--- config.mk ---
export PLATFORM = sky130hd
export DESIGN_NAME = dhcp_option_field_scanner_unit_flat
export DESIGN_NICKNAME = d
export VERILOG_FILES = /design/src/hdl/dofs_pkg.sv /design/src/hdl/dofs_if.sv /design/src/hdl/dofs_in_stage.sv /design/src/hdl/dofs_parser.sv /design/src/hdl/dofs_out_stage.sv /design/src/hdl/dhcp_option_field_scanner_unit.sv /design/src/flat_wrapper.sv
export SDC_FILE = /design/constraint.sdc
export NUM_CORES = 1
export LEC_CHECK = 0
export CORE_ASPECT_RATIO = 2
export CORE_MARGIN = 3
export CORE_UTILIZATION = 45
export DETAILED_ROUTE_END_ITERATION = 12
export DONT_BUFFER_PORTS = 1
export PLACE_DENSITY = 0.72
export REMOVE_ABC_BUFFERS = 1
export SETUP_SLACK_MARGIN = 0.4
export SYNTH_ARGS = -nofsm -noshare
export SYNTH_HDL_FRONTEND = slang
export SYNTH_SLANG_ARGS = --single-unit
--- constraint.sdc ---
create_clock -name clk -period 5.02 [get_ports clk]
set_input_delay 1.004 -clock clk [delete_from_list [all_inputs] [get_ports clk]]
set_output_delay 1.004 -clock clk [all_outputs]
set_load 0.01 [all_outputs]
--- src/hdl/dofs_pkg.sv ---
`default_nettype none

package dofs_pkg;

  // Size of the seen-bitmaps and width of packet offsets
  localparam int CODE_COUNT  = 256;
  localparam int OFFSET_BITS = 11;
  localparam int CODE_W      = $clog2(CODE_COUNT);

  // Option codes with fixed meaning
  localparam logic [7:0] CODE_PAD = 8'h00;
  localparam logic [7:0] CODE_END = 8'hFF;

  // Configuration register indexes
  localparam int CFG_IDX_BITS = 1;
  localparam logic [CFG_IDX_BITS-1:0] CFG_MAX_MAIN   = 1'b0;
  localparam logic [CFG_IDX_BITS-1:0] CFG_MAX_VENDOR = 1'b1;

  // Reset value of both highest-code registers
  localparam logic [7:0] MAX_CODE_RESET = 8'd254;

  // Parser phase
  typedef enum logic [1:0] {
    PH_CODE,
    PH_LEN,
    PH_VALUE,
    PH_STOP
  } phase_t;

  // One input item
  typedef struct packed {
    logic [7:0]             data_byte;
    logic [OFFSET_BITS-1:0] byte_offset;
    logic                   field_first;
    logic                   field_final;
    logic                   packet_first;
    logic                   table_select;
  } item_t;

  // One result item
  typedef struct packed {
    logic                   found_table;
    logic [7:0]             found_code;
    logic [OFFSET_BITS-1:0] found_offset;
    logic [7:0]             found_length;
  } result_t;

endpackage

`default_nettype wire

--- src/hdl/dofs_if.sv ---
`default_nettype none

// Byte stream channel
interface dofs_in_if import dofs_pkg::*; ();
  logic                   valid;
  logic                   ready;
  logic [7:0]             data_byte;
  logic [OFFSET_BITS-1:0] byte_offset;
  logic                   field_first;
  logic                   field_final;
  logic                   packet_first;
  logic                   table_select;

  modport source (output valid, data_byte, byte_offset, field_first, field_final,
                  packet_first, table_select, input ready);
  modport sink (input valid, data_byte, byte_offset, field_first, field_final,
                packet_first, table_select, output ready);
endinterface

// Found-option channel
interface dofs_out_if import dofs_pkg::*; ();
  logic                   valid;
  logic                   ready;
  logic                   found_table;
  logic [7:0]             found_code;
  logic [OFFSET_BITS-1:0] found_offset;
  logic [7:0]             found_length;

  modport source (output valid, found_table, found_code, found_offset, found_length,
                  input ready);
  modport sink (input valid, found_table, found_code, found_offset, found_length,
                output ready);
endinterface

`default_nettype wire

--- src/hdl/dofs_in_stage.sv ---
`default_nettype none

module dofs_in_stage import dofs_pkg::*; (
  input  wire logic  clk,
  input  wire logic  rst,
  dofs_in_if.sink    byte_ch,
  input  wire logic  advance,
  output item_t      item,
  output logic       item_valid
);

  logic in_ready;

  // Register frees up when empty or when its item moves on this cycle
  assign in_ready      = !item_valid || advance;
  assign byte_ch.ready = in_ready;

  always_ff @(posedge clk) begin
    if (rst) begin
      item_valid <= 1'b0;
    end else if (in_ready) begin
      item_valid <= byte_ch.valid;
    end
  end

  // Payload capture, no reset needed
  always_ff @(posedge clk) begin
    if (in_ready && byte_ch.valid) begin
      item.data_byte    <= byte_ch.data_byte;
      item.byte_offset  <= byte_ch.byte_offset;
      item.field_first  <= byte_ch.field_first;
      item.field_final  <= byte_ch.field_final;
      item.packet_first <= byte_ch.packet_first;
      item.table_select <= byte_ch.table_select;
    end
  end

endmodule

`default_nettype wire

--- src/hdl/dofs_parser.sv ---
`default_nettype none

module dofs_parser import dofs_pkg::*; (
  input  wire logic                     clk,
  input  wire logic                     rst,
  input  wire logic                     cfg_we,
  input  wire logic [CFG_IDX_BITS-1:0]  cfg_index,
  input  wire logic [7:0]               cfg_data,
  input  wire item_t                    item,
  input  wire logic                     advance,
  output logic                          res_valid,
  output result_t                       res
);

  localparam logic [CODE_W:0] CODE_LIMIT = (CODE_W+1)'(CODE_COUNT);

  logic [7:0]             max_main;
  logic [7:0]             max_vendor;
  logic [CODE_COUNT-1:0]  seen_main;
  logic [CODE_COUNT-1:0]  seen_vendor;
  phase_t                 phase;
  logic [7:0]             bytes_left;
  logic [7:0]             held_code;
  logic [OFFSET_BITS-1:0] held_offset;
  logic [7:0]             held_length;
  logic                   will_record;

  phase_t                 phase_eff;
  phase_t                 phase_next;
  logic [7:0]             left_eff;
  logic [7:0]             left_dec;
  logic                   will_eff;
  logic                   finish;
  logic [CODE_COUNT-1:0]  seen_main_eff;
  logic [CODE_COUNT-1:0]  seen_vendor_eff;
  logic [CODE_W-1:0]      code_idx;
  logic                   code_known;
  logic                   seen_bit;
  logic                   hit;
  logic [CODE_COUNT-1:0]  set_vec;
  logic [7:0]             max_sel;
  logic [7:0]             bytes_left_next;
  logic [7:0]             held_code_next;
  logic [OFFSET_BITS-1:0] held_offset_next;
  logic [7:0]             held_length_next;
  logic                   will_record_next;
  logic [CODE_COUNT-1:0]  seen_main_next;
  logic [CODE_COUNT-1:0]  seen_vendor_next;

  // Configuration registers
  always_ff @(posedge clk) begin
    if (rst) begin
      max_main   <= MAX_CODE_RESET;
      max_vendor <= MAX_CODE_RESET;
    end else if (cfg_we) begin
      unique case (cfg_index)
        CFG_MAX_MAIN:   max_main   <= cfg_data;
        CFG_MAX_VENDOR: max_vendor <= cfg_data;
        default: ;
      endcase
    end
  end

  // Field start resets the parse state before the byte is handled
  assign phase_eff       = item.field_first ? PH_CODE : phase;
  assign left_eff        = item.field_first ? 8'd0 : bytes_left;
  assign will_eff        = item.field_first ? 1'b0 : will_record;
  assign left_dec        = left_eff - 8'd1;
  // Packet start clears the bitmaps before the lookup
  assign seen_main_eff   = item.packet_first ? '0 : seen_main;
  assign seen_vendor_eff = item.packet_first ? '0 : seen_vendor;

  // Next phase
  always_comb begin
    phase_next = phase_eff;
    finish     = 1'b0;
    unique case (phase_eff)
      PH_CODE: begin
        if (item.data_byte == CODE_END) begin
          phase_next = PH_STOP;
        end else if (item.data_byte != CODE_PAD) begin
          phase_next = PH_LEN;
        end
      end
      PH_LEN: begin
        if (item.data_byte == 8'd0) begin
          finish     = 1'b1;
          phase_next = PH_CODE;
        end else begin
          phase_next = PH_VALUE;
        end
      end
      PH_VALUE: begin
        if (left_dec == 8'd0) begin
          finish     = 1'b1;
          phase_next = PH_CODE;
        end
      end
      PH_STOP: ;
      default: ;
    endcase
    if (item.field_final) begin
      phase_next = PH_CODE;
    end
  end

  // Duplicate check against the bitmap of the completing byte's table
  assign code_idx   = held_code[CODE_W-1:0];
  assign code_known = {1'b0, held_code} < CODE_LIMIT;
  assign seen_bit   = item.table_select ? seen_vendor_eff[code_idx]
                                        : seen_main_eff[code_idx];
  assign hit        = finish && will_eff && code_known && !seen_bit;
  assign set_vec    = hit ? (CODE_COUNT'(1) << code_idx) : '0;
  assign max_sel    = item.table_select ? max_vendor : max_main;

  // Held option fields and bitmap updates
  always_comb begin
    bytes_left_next  = left_eff;
    held_code_next   = held_code;
    held_offset_next = held_offset;
    held_length_next = held_length;
    will_record_next = will_eff;
    unique case (phase_eff)
      PH_CODE: begin
        if (item.data_byte != CODE_PAD && item.data_byte != CODE_END) begin
          held_code_next   = item.data_byte;
          held_offset_next = item.byte_offset;
          will_record_next = (item.data_byte <= max_sel) &&
                             ({1'b0, item.data_byte} < CODE_LIMIT);
        end
      end
      PH_LEN: begin
        held_length_next = item.data_byte;
        bytes_left_next  = item.data_byte;
      end
      PH_VALUE: bytes_left_next = left_dec;
      PH_STOP: ;
      default: ;
    endcase
    if (item.field_final) begin
      will_record_next = 1'b0;
      bytes_left_next  = 8'd0;
    end
    seen_main_next   = seen_main_eff   | (item.table_select ? '0 : set_vec);
    seen_vendor_next = seen_vendor_eff | (item.table_select ? set_vec : '0);
  end

  // Result of this byte
  assign res_valid        = hit;
  assign res.found_table  = item.table_select;
  assign res.found_code   = held_code;
  assign res.found_offset = held_offset;
  assign res.found_length = (phase_eff == PH_LEN) ? item.data_byte : held_length;

  // State registers
  always_ff @(posedge clk) begin
    if (rst) begin
      phase       <= PH_CODE;
      bytes_left  <= '0;
      held_code   <= '0;
      held_offset <= '0;
      held_length <= '0;
      will_record <= 1'b0;
      seen_main   <= '0;
      seen_vendor <= '0;
    end else if (advance) begin
      phase       <= phase_next;
      bytes_left  <= bytes_left_next;
      held_code   <= held_code_next;
      held_offset <= held_offset_next;
      held_length <= held_length_next;
      will_record <= will_record_next;
      seen_main   <= seen_main_next;
      seen_vendor <= seen_vendor_next;
    end
  end

endmodule

`default_nettype wire

--- src/hdl/dofs_out_stage.sv ---
`default_nettype none

module dofs_out_stage import dofs_pkg::*; (
  input  wire logic     clk,
  input  wire logic     rst,
  input  wire logic     advance,
  input  wire logic     res_valid,
  input  wire result_t  res,
  output logic          space,
  dofs_out_if.source    found_ch
);

  logic    out_valid;
  result_t out_res;

  // Room for a new result when empty or when the held one is taken now
  assign space = !out_valid || found_ch.ready;

  always_ff @(posedge clk) begin
    if (rst) begin
      out_valid <= 1'b0;
    end else if (advance) begin
      out_valid <= res_valid;
    end else if (found_ch.ready) begin
      out_valid <= 1'b0;
    end
  end

  always_ff @(posedge clk) begin
    if (advance && res_valid) begin
      out_res <= res;
    end
  end

  assign found_ch.valid        = out_valid;
  assign found_ch.found_table  = out_res.found_table;
  assign found_ch.found_code   = out_res.found_code;
  assign found_ch.found_offset = out_res.found_offset;
  assign found_ch.found_length = out_res.found_length;

endmodule

`default_nettype wire

--- src/hdl/dhcp_option_field_scanner_unit.sv ---
// A found option's completing byte is held in the input register; once it advances
//   through the parser, the result is held in the result register that drives found_ch.
// Throughput: one byte per cycle while the result side keeps up; one parse step
//   between the input register and the result register sets this.
// Reset (rst, synchronous, active high): parser back to expecting a code, both
//   seen-bitmaps cleared, highest known codes back to 254, both registers empty.
`default_nettype none

module dhcp_option_field_scanner_unit import dofs_pkg::*; (
  input  wire logic                    clk,
  input  wire logic                    rst,
  dofs_in_if.sink                      byte_ch,
  dofs_out_if.source                   found_ch,
  input  wire logic                    cfg_we,
  input  wire logic [CFG_IDX_BITS-1:0] cfg_index,
  input  wire logic [7:0]              cfg_data
);

  item_t   item;
  logic    item_valid;
  logic    space;
  logic    advance;
  logic    res_valid;
  result_t res;

  // Byte moves through the parser when the result register has room
  assign advance = item_valid && space;

  dofs_in_stage u_in (
    .clk        (clk),
    .rst        (rst),
    .byte_ch    (byte_ch),
    .advance    (advance),
    .item       (item),
    .item_valid (item_valid)
  );

  dofs_parser u_parser (
    .clk       (clk),
    .rst       (rst),
    .cfg_we    (cfg_we),
    .cfg_index (cfg_index),
    .cfg_data  (cfg_data),
    .item      (item),
    .advance   (advance),
    .res_valid (res_valid),
    .res       (res)
  );

  dofs_out_stage u_out (
    .clk       (clk),
    .rst       (rst),
    .advance   (advance),
    .res_valid (res_valid),
    .res       (res),
    .space     (space),
    .found_ch  (found_ch)
  );

  // Input side stalls only behind a full, stalled result register
  a_stall_cause: assert property (@(posedge clk) disable iff (rst)
    (byte_ch.valid && !byte_ch.ready) |-> (found_ch.valid && !found_ch.ready))
    else $error("input stalled without a blocked result");

  // A found option always reaches the result register
  a_result_load: assert property (@(posedge clk) disable iff (rst)
    (advance && res_valid) |=> found_ch.valid)
    else $error("found option lost");

  // Pad and end codes are never reported
  a_code_range: assert property (@(posedge clk) disable iff (rst)
    found_ch.valid |-> (found_ch.found_code != CODE_PAD && found_ch.found_code != CODE_END))
    else $error("reported pad or end code");

endmodule

`default_nettype wire

--- src/flat_wrapper.sv ---
// flat-port wrapper written by rule: the top's interface ports become plain ports
module dhcp_option_field_scanner_unit_flat import dofs_pkg::*;
  (clk, rst, cfg_we, cfg_index, cfg_data, byte_ch_valid, byte_ch_data_byte, byte_ch_byte_offset, byte_ch_field_first, byte_ch_field_final, byte_ch_packet_first, byte_ch_table_select, byte_ch_ready, found_ch_valid, found_ch_found_table, found_ch_found_code, found_ch_found_offset, found_ch_found_length, found_ch_ready);
  dofs_in_if byte_ch_i ();
  dofs_out_if found_ch_i ();
  input  wire logic clk;
  input  wire logic rst;
  input  wire logic cfg_we;
  input  wire logic [CFG_IDX_BITS-1:0] cfg_index;
  input  wire logic [7:0] cfg_data;
  input wire logic [$bits(byte_ch_i.valid)-1:0] byte_ch_valid;
  input wire logic [$bits(byte_ch_i.data_byte)-1:0] byte_ch_data_byte;
  input wire logic [$bits(byte_ch_i.byte_offset)-1:0] byte_ch_byte_offset;
  input wire logic [$bits(byte_ch_i.field_first)-1:0] byte_ch_field_first;
  input wire logic [$bits(byte_ch_i.field_final)-1:0] byte_ch_field_final;
  input wire logic [$bits(byte_ch_i.packet_first)-1:0] byte_ch_packet_first;
  input wire logic [$bits(byte_ch_i.table_select)-1:0] byte_ch_table_select;
  output wire logic [$bits(byte_ch_i.ready)-1:0] byte_ch_ready;
  output wire logic [$bits(found_ch_i.valid)-1:0] found_ch_valid;
  output wire logic [$bits(found_ch_i.found_table)-1:0] found_ch_found_table;
  output wire logic [$bits(found_ch_i.found_code)-1:0] found_ch_found_code;
  output wire logic [$bits(found_ch_i.found_offset)-1:0] found_ch_found_offset;
  output wire logic [$bits(found_ch_i.found_length)-1:0] found_ch_found_length;
  input wire logic [$bits(found_ch_i.ready)-1:0] found_ch_ready;
  assign byte_ch_i.valid = byte_ch_valid;
  assign byte_ch_i.data_byte = byte_ch_data_byte;
  assign byte_ch_i.byte_offset = byte_ch_byte_offset;
  assign byte_ch_i.field_first = byte_ch_field_first;
  assign byte_ch_i.field_final = byte_ch_field_final;
  assign byte_ch_i.packet_first = byte_ch_packet_first;
  assign byte_ch_i.table_select = byte_ch_table_select;
  assign byte_ch_ready = byte_ch_i.ready;
  assign found_ch_valid = found_ch_i.valid;
  assign found_ch_found_table = found_ch_i.found_table;
  assign found_ch_found_code = found_ch_i.found_code;
  assign found_ch_found_offset = found_ch_i.found_offset;
  assign found_ch_found_length = found_ch_i.found_length;
  assign found_ch_i.ready = found_ch_ready;
  dhcp_option_field_scanner_unit u_core (.clk(clk), .rst(rst), .byte_ch(byte_ch_i), .found_ch(found_ch_i), .cfg_we(cfg_we), .cfg_index(cfg_index), .cfg_data(cfg_data));
endmodule
==> impl_metrics.env <==
export IMPL_startpoint="u_core.u_parser.code_idx[4]"
export IMPL_outcome="finished clean"
export IMPL_drive_above_1_share_pct=10.4
export IMPL_min_path_type="reg2reg"
export IMPL_hpwl_mm=57.6
export IMPL_final_area_mm2=0.0290
export IMPL_grt_max_degree=139
export IMPL_rsz0062_at_grt="false"
export IMPL_rr_startpoint="u_core.u_parser.code_idx[4]"
export IMPL_grt_pass1_wl_mm=130
export IMPL_initial_utilization_pct=45.6
export IMPL_place_area_mm2=0.0274
export IMPL_finalCritPeriodShare_pct=88.3
export IMPL_switchingPower_mw=2.27
export IMPL_cts_sinks=619
export IMPL_synthTopCellsByCount="nand2_1 (769), dfxtp_1 (568), o31ai_1 (381), clkbuf_1 (177), o21ai_0 (167)"
export IMPL_synth_area_mm2=0.0266
export IMPL_p_comb_share_pct=5.4
export IMPL_tns_ps=0
export IMPL_drtIter0Drc=2365
export IMPL_grt_overflow=0
export IMPL_worstMarginPinSlew_ps=1190
export IMPL_fp_coreArea_mm2=0.0583
export IMPL_die_y_um=350
export IMPL_synth_warnings=0
export IMPL_cp_required_ps=5490
export IMPL_synth_area_leaders="dfxtp_1 (43%), nand2_1 (11%), o31ai_1 (11%)"
export IMPL_p_per_area_mw_per_mm2=327
export IMPL_cts_resized=0
export IMPL_p_sw_share_pct=23.9
export IMPL_dp_cells=3459
export IMPL_wl_per_cell_um=24.0
export IMPL_critPathKind="reg2reg"
export IMPL_layout_nets=2800
export IMPL_synth_edf_count=51
export IMPL_avgSynthCellArea_um2=9.27
export IMPL_viasPerCell=6.30
export IMPL_hold_violations=0
export IMPL_rows=125
export IMPL_fin_crit_ps=4430
export IMPL_path_clk_slew_ps=70
export IMPL_ys_ff_latch=619
export IMPL_nFillCells=5251
export IMPL_vias=22400
export IMPL_grt_pass1_vias=22700
export IMPL_fin_total_pwr_mw=9.49
export IMPL_syn_to_final_growth_pct=8.93
export IMPL_power_frac_seq_pct=53.3
export IMPL_critPathArrivalTime_ps=4900
export IMPL_cts_setup_buffers=0
export IMPL_insertion_delay_ps=610
export IMPL_yosysMostFrequentCell="nand2_1"
export IMPL_cp_start_kind="flip-flop"
export IMPL_netlist_instances=2870
export IMPL_yosysTopAreaCell="dfxtp_1"
export IMPL_io_pins=67
export IMPL_ir_drop_uv=355
export IMPL_setup_violations=0
export IMPL_drc_errors=0
export IMPL_final_setup_skew_ps=25.7
export IMPL_cts_tree="yes"
export IMPL_cts_buffers_inserted=50
export IMPL_crit_fanout=96
export IMPL_hold_buffers=0
export IMPL_grt_antenna_before_repair=1
export IMPL_drv_cap=0
export IMPL_grtUsageTotal_pct=26.8
export IMPL_cellLeakagePower_nw=9.39
export IMPL_yosysUniqueCellTypes=69
export IMPL_synthArstFlopShare_pct=0
export IMPL_htree_levels=2
export IMPL_portBuffers=0
export IMPL_drtAntennaViolNets=0
export IMPL_cts_path_max_buffers=3
export IMPL_maxSlewHeadroom_pct=20.5
export IMPL_min_from="u_core.u_parser.held_offset[4]"
export IMPL_ys_flop_type="dfxtp_1"
export IMPL_end_kind="flip-flop"
export IMPL_fp_dieW_um=178
export IMPL_gp_congestion=0.952
export IMPL_clockRootBuffer="clkbuf_16"
export IMPL_final_cell_count_no_fill=3554
export IMPL_dieArea_mm2=0.0623
export IMPL_routed_wl_mm=85.2
export IMPL_yosysSeqAreaShare_pct=48.5
export IMPL_maxSlewViolCount=0
export IMPL_p_clk_share_pct=41.3
export IMPL_synth_top_area_share_pct=42.7
export IMPL_firstDrtPassIters=8
export IMPL_p_int_mw=7.22
export IMPL_max_freq_mhz=226
export IMPL_r2r_slack_ps=590
worst paths after layout:
check                                     endpoint  depth (start not counted)
max                 u_core.u_parser.seen_main[105]                         11
min          u_core.u_out.found_ch.found_offset[4]                          0
max reg2reg         u_core.u_parser.seen_main[105]                         11
min reg2reg  u_core.u_out.found_ch.found_offset[4]                          0
logic make-up (layout without fill, tap and decap cells):
kind of cell             after synthesis  count (layout)  share of synthesized area, %
AO/OA/AOI/OAI                        741             741                          19.3
XOR/XNOR                               1               1                        0.0329
adder cells (fa/ha/maj)               14              14                         0.658
buffers and inverters                278             199                          4.42
flip-flops                           619             619                          48.5
multiplexers                         184             184                          11.0
other                                  0               1                             0
AND/OR/NAND/NOR                     1033            1033                          16.1
state kept, by name, summed over array words and instances (netlist names):
| name | count |
|---|---|
| u_core.u_parser.held_offset | 11 |
| u_core.u_parser.max_main | 8 |
| u_core.u_out.found_ch.found_length | 8 |
| u_core.u_out.found_ch.found_table | 1 |
| u_core.u_parser.phase | 2 |
| u_core.u_parser.code_idx | 8 |
| u_core.u_out.found_ch.valid | 1 |
| u_core.u_in.item | 23 |
| u_core.u_parser.max_vendor | 8 |
| u_core.u_parser.will_record | 1 |
| u_core.u_parser.seen_main | 256 |
| u_core.u_parser.bytes_left | 8 |
| u_core.u_parser.seen_vendor | 256 |
| u_core.u_in.item_valid | 1 |
| u_core.u_parser.held_length | 8 |
| u_core.u_out.found_ch.found_offset | 11 |
| u_core.u_out.found_ch.found_code | 8 |
through the flow:
stage	hold slack, ps	setup slack (ps)	utilization (%)
global placement	411	854	46.9
finish	429	587	49.7
detailed placement	424	792	46.9
floorplan	408	-14720	-
global route	446	470	49.7
CTS	431	746	49.7
critical path: stages (launching register included):
cell and delay [ps]:
dfxtp_2 930, buf_4 390, nand2b_1 320, a211oi_1 90
and3_1 270, a211oi_1 460, o2111a_1 290, and4_1 510
o31ai_4 100, buf_4 260, buf_12 240, o31ai_1 330
per-layer routing:
metal  global-route usage (%)  share of wire [%]
met1                     27.4                 33
met4                     23.3                 10
met2                     46.4                 50
met3                     4.47                6.9
met5                        0                  0
area by class of cell:
cell class | instances | area (um^2) | area share [%]
multi-input cells | 1973 | 12600 | 43.4
clock inverters | 23 | 184 | 0.635
repair buffers | 86 | 871 | 3.00
flip-flops and latches | 619 | 12900 | 44.6
clock buffers | 71 | 1410 | 4.87
inverters | 19 | 71.3 | 0.246
diodes | 1 | 2.50 | 0.00863
well taps | 762 | 953 | 3.29
power by group through the flow:
| stage | combinational [mW] | clock [mW] | sequential (mW) |
|---|---|---|---|
| floorplan | 0.269 | 0 | 5.18 |
| global placement | 0.492 | 0 | 5.16 |
| detailed placement | 0.502 | 0 | 5.17 |
| CTS | 0.504 | 3.96 | 5.05 |
| global route | 0.540 | 4.11 | 5.05 |
| finish | 0.515 | 3.92 | 5.05 |
placed cells by master, fill, tap and decap left out, types with 22 or more instances in the layout:
master	instances
clkbuf_16	51
o21ai_0	167
mux4_2	84
nand2_1	769
nor2b_1	28
nand3_1	49
buf_4	68
dfxtp_1	563
mux2i_1	78
edfxtp_1	51
a21oi_1	59
o31ai_1	381
nor2_1	85
mux2_2	22
No activity file was read; power rests on OpenSTA's default activity.
